==> src/rtl/boxds_pkg.sv <==
package boxds_pkg;

  // Defaults for the top-level parameters
  localparam int MAX_WIDTH_DEF   = 4096;
  localparam int MAX_CH_DEF      = 4;
  localparam int SAMPLE_BITS_DEF = 16;

  // Fixed field widths
  localparam int CFG_BITS   = 13;
  localparam int IDX_BITS   = 2;
  localparam int CH_BITS    = 3;
  localparam int DIM_BITS   = 13;
  localparam int BND_BITS   = 14;
  localparam int POS_BITS   = 12;
  localparam int IN_BITS    = 16;
  localparam int OUT_BITS   = 16;
  localparam int NUM_LANES  = 4;
  localparam int NUM_BITS   = 25;
  localparam int AREA_BITS  = 25;
  localparam int EDGE_LIMIT = 4096;

  // Configuration register indexes
  typedef enum logic [IDX_BITS-1:0] {
    CFG_SRC_WIDTH  = 2'd0,
    CFG_SRC_HEIGHT = 2'd1,
    CFG_MAX_EDGE   = 2'd2,
    CFG_CHANNELS   = 2'd3
  } cfg_idx_t;

  // Geometry setup sequencer
  typedef enum logic [2:0] {
    G_LOAD,
    G_MUL,
    G_DIV_GO,
    G_DIV_WAIT,
    G_READY
  } geom_state_t;

  // Frame geometry handed to the datapath
  typedef struct packed {
    logic                ready;
    logic                done;
    logic [DIM_BITS-1:0] eff_w;
    logic [DIM_BITS-1:0] eff_h;
    logic [CH_BITS-1:0]  eff_ch;
    logic [DIM_BITS-1:0] tw;
    logic [DIM_BITS-1:0] th;
    logic [DIM_BITS-1:0] qw;
    logic [DIM_BITS-1:0] rw;
    logic [DIM_BITS-1:0] qh;
    logic [DIM_BITS-1:0] rh;
  } geom_t;

  // Per-lane control strobes
  typedef struct packed {
    logic rd_en;
    logic wr_en;
    logic first;
    logic div_start;
  } lane_ctl_t;

endpackage

==> src/rtl/boxds_div.sv <==
module boxds_div import boxds_pkg::*; #(
  parameter int N_BITS = NUM_BITS,
  parameter int D_BITS = DIM_BITS
) (
  input  logic              clk,
  input  logic              rst_n,
  input  logic              start,
  input  logic [N_BITS-1:0] num,
  input  logic [D_BITS-1:0] den,
  output logic              busy,
  output logic              done,
  output logic [N_BITS-1:0] quo,
  output logic [D_BITS-1:0] rem
);
  localparam int CNT_BITS = $clog2(N_BITS + 1);

  logic [N_BITS-1:0]   quo_r;
  logic [D_BITS-1:0]   rem_r;
  logic [D_BITS-1:0]   den_r;
  logic [CNT_BITS-1:0] cnt_r;
  logic                busy_r;
  logic                done_r;
  logic [D_BITS:0]     shift;
  logic [D_BITS:0]     diff;
  logic                ge;

  // One restoring step: shift in the next dividend bit, try to subtract
  assign shift = {rem_r, quo_r[N_BITS-1]};
  assign diff  = shift - {1'b0, den_r};
  assign ge    = (shift >= {1'b0, den_r});

  always_ff @(posedge clk) begin
    if (!rst_n) begin
      busy_r <= 1'b0;
      done_r <= 1'b0;
      cnt_r  <= '0;
    end else if (start) begin
      busy_r <= 1'b1;
      done_r <= 1'b0;
      cnt_r  <= CNT_BITS'(N_BITS);
    end else if (busy_r) begin
      cnt_r <= cnt_r - 1'b1;
      if (cnt_r == CNT_BITS'(1)) begin
        busy_r <= 1'b0;
        done_r <= 1'b1;
      end
    end else begin
      done_r <= 1'b0;
    end
  end

  always_ff @(posedge clk) begin
    if (start) begin
      quo_r <= num;
      rem_r <= '0;
      den_r <= den;
    end else if (busy_r) begin
      quo_r <= {quo_r[N_BITS-2:0], ge};
      rem_r <= ge ? diff[D_BITS-1:0] : shift[D_BITS-1:0];
    end
  end

  assign busy = busy_r;
  assign done = done_r;
  assign quo  = quo_r;
  assign rem  = rem_r;
endmodule

==> src/rtl/boxds_geom.sv <==
module boxds_geom import boxds_pkg::*; #(
  parameter int WIDTH_LIMIT  = EDGE_LIMIT,
  parameter int MAX_CHANNELS = MAX_CH_DEF
) (
  input  logic                clk,
  input  logic                rst_n,
  input  logic                start,
  input  logic [CFG_BITS-1:0] src_width,
  input  logic [CFG_BITS-1:0] src_height,
  input  logic [CFG_BITS-1:0] max_edge,
  input  logic [CH_BITS-1:0]  channel_count,
  output geom_t               geom
);
  localparam logic [DIM_BITS-1:0] W_LIM  = DIM_BITS'(WIDTH_LIMIT);
  localparam logic [DIM_BITS-1:0] H_LIM  = DIM_BITS'(EDGE_LIMIT);
  localparam logic [CH_BITS-1:0]  CH_LIM = CH_BITS'(MAX_CHANNELS);

  geom_state_t         state_r, state_nxt;
  logic [1:0]          sel_r;
  logic                done_r;
  logic [DIM_BITS-1:0] eff_w_r, eff_h_r, me_r;
  logic [CH_BITS-1:0]  eff_ch_r;
  logic [NUM_BITS-1:0] num_w_r, num_h_r;
  logic [DIM_BITS-1:0] tw_r, th_r, qw_r, rw_r, qh_r, rh_r;
  logic [DIM_BITS-1:0] longest;
  logic                fits;
  logic                div_start;
  logic                div_done;
  logic                geom_ready;
  logic [NUM_BITS-1:0] div_num;
  logic [DIM_BITS-1:0] div_den;
  logic [NUM_BITS-1:0] div_quo;
  logic [DIM_BITS-1:0] div_rem;
  logic [DIM_BITS-1:0] quo_min1;

  assign longest  = (eff_w_r > eff_h_r) ? eff_w_r : eff_h_r;
  assign fits     = (longest <= me_r);
  assign quo_min1 = (div_quo == '0) ? DIM_BITS'(1) : div_quo[DIM_BITS-1:0];

  // Divider operands for each setup step
  always_comb begin
    case (sel_r)
      2'd0: begin
        div_num = num_w_r;
        div_den = longest;
      end
      2'd1: begin
        div_num = num_h_r;
        div_den = longest;
      end
      2'd2: begin
        div_num = NUM_BITS'(eff_w_r);
        div_den = tw_r;
      end
      default: begin
        div_num = NUM_BITS'(eff_h_r);
        div_den = th_r;
      end
    endcase
  end

  boxds_div #(.N_BITS(NUM_BITS), .D_BITS(DIM_BITS)) u_div (
    .clk   (clk),
    .rst_n (rst_n),
    .start (div_start),
    .num   (div_num),
    .den   (div_den),
    .busy  (),
    .done  (div_done),
    .quo   (div_quo),
    .rem   (div_rem)
  );

  // Next state
  always_comb begin
    state_nxt = state_r;
    case (state_r)
      G_LOAD:     state_nxt = G_MUL;
      G_MUL:      state_nxt = G_DIV_GO;
      G_DIV_GO:   state_nxt = G_DIV_WAIT;
      G_DIV_WAIT: if (div_done) state_nxt = (sel_r == 2'd3) ? G_READY : G_DIV_GO;
      G_READY:    state_nxt = G_READY;
      default:    state_nxt = G_LOAD;
    endcase
    if (start) state_nxt = G_LOAD;
  end

  // Outputs
  always_comb begin
    div_start  = 1'b0;
    geom_ready = 1'b0;
    case (state_r)
      G_DIV_GO: div_start  = 1'b1;
      G_READY:  geom_ready = 1'b1;
      default: begin
        div_start  = 1'b0;
        geom_ready = 1'b0;
      end
    endcase
  end

  always_ff @(posedge clk) begin
    if (!rst_n) begin
      state_r <= G_LOAD;
      done_r  <= 1'b0;
    end else begin
      state_r <= state_nxt;
      done_r  <= (state_r == G_DIV_WAIT) && div_done && (sel_r == 2'd3) && !start;
    end
  end

  // Clamp the registers, form the products, then capture each quotient and remainder
  always_ff @(posedge clk) begin
    case (state_r)
      G_LOAD: begin
        eff_w_r  <= (src_width == '0) ? DIM_BITS'(1) :
                    ((src_width > W_LIM) ? W_LIM : src_width);
        eff_h_r  <= (src_height == '0) ? DIM_BITS'(1) :
                    ((src_height > H_LIM) ? H_LIM : src_height);
        me_r     <= (max_edge == '0) ? DIM_BITS'(1) : max_edge;
        eff_ch_r <= (channel_count == '0) ? CH_BITS'(1) :
                    ((channel_count > CH_LIM) ? CH_LIM : channel_count);
      end
      G_MUL: begin
        num_w_r <= NUM_BITS'(eff_w_r * me_r) + NUM_BITS'(longest >> 1);
        num_h_r <= NUM_BITS'(eff_h_r * me_r) + NUM_BITS'(longest >> 1);
        if (fits) begin
          tw_r  <= eff_w_r;
          th_r  <= eff_h_r;
          sel_r <= 2'd2;
        end else begin
          sel_r <= 2'd0;
        end
      end
      G_DIV_WAIT: begin
        if (div_done) begin
          case (sel_r)
            2'd0: tw_r <= quo_min1;
            2'd1: th_r <= quo_min1;
            2'd2: begin
              qw_r <= div_quo[DIM_BITS-1:0];
              rw_r <= div_rem;
            end
            default: begin
              qh_r <= div_quo[DIM_BITS-1:0];
              rh_r <= div_rem;
            end
          endcase
          sel_r <= sel_r + 2'd1;
        end
      end
      default: ;
    endcase
  end

  assign geom.ready  = geom_ready;
  assign geom.done   = done_r;
  assign geom.eff_w  = eff_w_r;
  assign geom.eff_h  = eff_h_r;
  assign geom.eff_ch = eff_ch_r;
  assign geom.tw     = tw_r;
  assign geom.th     = th_r;
  assign geom.qw     = qw_r;
  assign geom.rw     = rw_r;
  assign geom.qh     = qh_r;
  assign geom.rh     = rh_r;
endmodule

==> config.mk <==
export PLATFORM = sky130hd
export DESIGN_NAME = boxds_geom
export DESIGN_NICKNAME = d
export VERILOG_FILES = /design/src/rtl/boxds_pkg.sv /design/src/rtl/boxds_div.sv /design/src/rtl/boxds_geom.sv
export SDC_FILE = /design/constraint.sdc
export NUM_CORES = 1
export LEC_CHECK = 0
export ABC_AREA = 0
export ABC_CLOCK_PERIOD_IN_PS = 5600
export BUFFER_PORTS_ARGS = -buffer_cell sky130_fd_sc_hd__buf_2
export CAP_MARGIN = 20
export CORE_UTILIZATION = 55
export DETAILED_ROUTE_END_ITERATION = 8
export MAX_ROUTING_LAYER = met4
export PLACE_DENSITY_LB_ADDON = 0.3
export REMOVE_ABC_BUFFERS = 1
export SLEW_MARGIN = 15
export SYNTH_ARGS = -nofsm -noshare
export SYNTH_HDL_FRONTEND = slang
export SYNTH_HIERARCHICAL = 1
export SYNTH_SLANG_ARGS = --single-unit
==> constraint.sdc <==
create_clock -name clk -period 5.6 [get_ports clk]
set_clock_uncertainty 0.15 [all_clocks]
set_input_delay 1.12 -clock clk [delete_from_list [all_inputs] [get_ports clk]]
set_output_delay 1.12 -clock clk [all_outputs]
set_load 0.05 [all_outputs]
==> results.json <==
{
  "status": "finished, violations left",
  "violations": "negative setup slack",
  "switchingPower_w": 0.00869,
  "worst-path-max-fanout": 6,
  "p_comb_share_pct": 77.5,
  "synth-seq-cells": 234,
  "setup_violations": 24,
  "finalPower_w": 0.0196,
  "drc": 0,
  "yosysMostFrequentCell": "inv_1",
  "r2r_setup_slack_ns": -0.59,
  "pin_count": 154,
  "clockPowerShare_pct": 8.0,
  "ys_async_sr_fraction_pct": 0,
  "whs_path_depth": 0,
  "die_area_um2": 41600,
  "hold_viol_final": 0,
  "synth-seq-area-share_pct": 30.2,
  "reg2regPathDepth": 21,
  "drv_slew": 0,
  "synth_edf_count": 210,
  "syn-cell-area_um2": 22500,
  "vdd_drop_max_mv": 0.685,
  "dp_hpwl_mm": 53.1,
  "clock_insertion_delay_worst_skew_ns": 0.56,
  "min_from": "u_div/rem[12]$_SDFFE_PP0P_",
  "cts_hold_buf": 0,
  "hold_path_class": "reg -> reg",
  "fp.coreArea_um2": 40000,
  "vias": 17761,
  "synth_top_flop_cell": "edfxtp_1",
  "post-place-ws_ns": -0.663,
  "netlist_top_cells_count": "inv_1, fa_1, nand2_1",
  "fillers": 2972,
  "clock-root-buffer": "clkbuf_16",
  "antenna_found_initial": 0,
  "htree_levels": 1,
  "nets": 3141,
  "grtUsageTotal_pct": 32.9,
  "routabilityCongestion": 1.00,
  "areaGrowthSynthToFinish_pct": 23.6,
  "grt_max_degree": 51,
  "cap_violations": 0,
  "clockBufferDepth": 3,
  "overflow": 0,
  "layout_setup_ws_ns": -0.585,
  "grt_pass1_vias": 18414,
  "first_pass_iters": 6,
  "cts_tree": "built",
  "grt_pass1_wl_mm": 101,
  "p_int_w": 0.0109,
  "cp.required_ns": 5.77,
  "die_x_um": 204,
  "worstMarginPinSlew_ns": 1.08,
  "antenna_cells": 0,
  "yosysUniqueCellTypes": 76,
  "fin_crit_sh_pct": 110,
  "p_seq_share_pct": 14.5,
  "clk_pin_slew_ns": 0.07,
  "rows": 73,
  "cts_sinks": 234,
  "startpoint_type": "register",
  "rsz0062_at_grt": "yes",
  "yosysTopAreaCellShare_pct": 28.1,
  "wl_per_cell_um": 20.8,
  "reg2reg_to": "num_w_r[21]$_DFFE_PP_",
  "synth_area_leader_cell": "edfxtp_1",
  "drt_wl_total_mm": 65.8,
  "fmax_mhz": 162,
  "power_density_nw_per_um2": 707,
  "drive_above_1_share_pct": 26.6,
  "syn_avg_cell_area_um2": 10.2,
  "ant_nets": 0,
  "tritoncts.num_buffers": 24,
  "path_class": "reg -> reg",
  "p_leak_nw": 13.3,
  "drtIter0Drc": 1318,
  "relSlewSlack_pct": 28.1,
  "portBuffers": 153,
  "p_sw_share_pct": 44.3,
  "initial_utilization_pct": 56.1,
  "holdPathEnd": "rw_r[12]$_DFFE_PP_",
  "yosysWarnings": 6,
  "viasPerCell": 5.62,
  "synth.area.top_cells": "edfxtp_1, fa_1, ha_1",
  "critPathCaptureType": "register",
  "synth_cells": 2207,
  "regToRegStartpoint": "me_r[3]$_SDFFCE_PN0P_",
  "crit_arrival_ns": 6.35,
  "post-route-min-period_ns": 6.19,
  "die_h_um": 204
}
placed cells by master (no fill, tap or decap), types with 18 or more instances in the layout:
cell type	n
a22oi_1	24
nand2_1	240
mux2i_1	29
nor2b_1	33
nor2_1	142
inv_1	343
a21oi_1	42
buf_6	34
clkbuf_16	24
nor4_1	18
mux2_2	27
fa_1	252
xnor2_1	43
buf_2	153
o21ai_0	28
dfxtp_1	24
ha_1	202
and2_1	79
edfxtp_1	210
a21o_1	30
nand3_1	23
buf_4	296
worst max-delay path, cell delays in order, from the launching register on:
cell	delay, ns
edfxtp_1	0.42
buf_4	0.17
buf_6	0.11
buf_6	0.13
and2_4	0.16
fa_1	0.49
inv_1	0.05
fa_1	0.48
inv_1	0.05
fa_1	0.51
fa_1	0.46
fa_1	0.55
fa_1	0.46
ha_4	0.20
a211oi_4	0.22
nor2_2	0.09
o41ai_4	0.29
o32ai_4	0.16
o22a_1	0.29
a41oi_2	0.26
nor2b_2	0.19
xnor2_1	0.06
per-stage QoR:
step | util, % | hold WS [ns] | cells | setup TNS (ns) | instance area, um2
global placement | 64.1 | 0.312 | 3059 | -9.13 | 25600
global route | 69.4 | 0.374 | 3161 | -12.29 | 27800
floorplan | - | 0.299 | 2101 | -29.01 | 22000
finish | 69.4 | 0.367 | 3161 | -9.15 | 27800
CTS | 68.2 | 0.360 | 3144 | -5.73 | 27300
detailed placement | 64.1 | 0.334 | 3059 | -10.71 | 25600
metal layers:
metal,GRT usage [%],vias up,share of wire [%]
met1,40.3,8736,39
met5,-,-,0
li1,-,8065,-
met3,3.52,192,7.4
met4,14.8,0,5.0
met2,55.0,768,49
flip-flops by register name (all words and copies together), names as in the netlist, 2 cells and up:
register and count:
tw_r 13, eff_ch_r 3, u_div/cnt_r 5, eff_h_r 13
qh_r 13, rw_r 13, u_div/rem 13, th_r 13
u_div/quo 25, rh_r 13, u_div/den_r 13, me_r 13
sel_r 2, num_h_r 25, eff_w_r 13, qw_r 13
state_r 3, num_w_r 25
how the worst max path moves through the flow:
stage	startpoint	end	slack [ns]	depth (start not counted)
floorplan	eff_h_r[11]$_SDFFCE_PP0P_	num_w_r[21]$_DFFE_PP_	-0.82	18
global placement	eff_h_r[4]$_SDFFCE_PP0P_	num_w_r[21]$_DFFE_PP_	-0.65	23
detailed placement	eff_h_r[4]$_SDFFCE_PP0P_	num_w_r[21]$_DFFE_PP_	-0.66	22
CTS	me_r[3]$_SDFFCE_PN0P_	num_h_r[24]$_DFFE_PP_	-0.46	22
global route	me_r[3]$_SDFFCE_PN0P_	num_w_r[21]$_DFFE_PP_	-0.69	21
finish	me_r[3]$_SDFFCE_PN0P_	num_w_r[21]$_DFFE_PP_	-0.59	21
power groups by stage:
stage / Clock [W] / Combinational [W] / Sequential [W]
2_1_floorplan: 0 / 0.00726 / 0.00296
4_1_cts: 0.00158 / 0.0138 / 0.00285
3_3_place_gp: 0 / 0.0116 / 0.00287
5_1_grt: 0.00164 / 0.0164 / 0.00288
3_5_place_dp: 0 / 0.0119 / 0.00289
6_report: 0.00156 / 0.0152 / 0.00285
area by class of cell:
class,instances,area [um2],area share (%)
well taps,525,657,2.37
clock inverters,9,100,0.360
inverters,377,1430,5.15
clock buffers,35,662,2.38
flip-flops and latches,234,6790,24.4
multi-input cells,1490,14600,52.6
repair buffers,491,3530,12.7
logic make-up (layout without fill, tap and decap cells):
family	count (synthesis)	count (layout)	share of synthesized area [%]
AO/OA/AOI/OAI	266	266	8.41
XOR/XNOR	64	64	2.50
AND/OR/NAND/NOR	623	623	12.7
multiplexers	59	59	2.78
flip-flops	234	234	30.2
adder cells (fa/ha/maj)	478	478	35.2
buffers and inverters	483	912	8.16
what timing repair did:
action	4_1_cts	5_1_grt
resized for setup	118	68
pin swaps	78	61
setup buffers	44	18
setup endpoints to repair	30	30
Note: power is estimated with default switching activity, not from simulation.
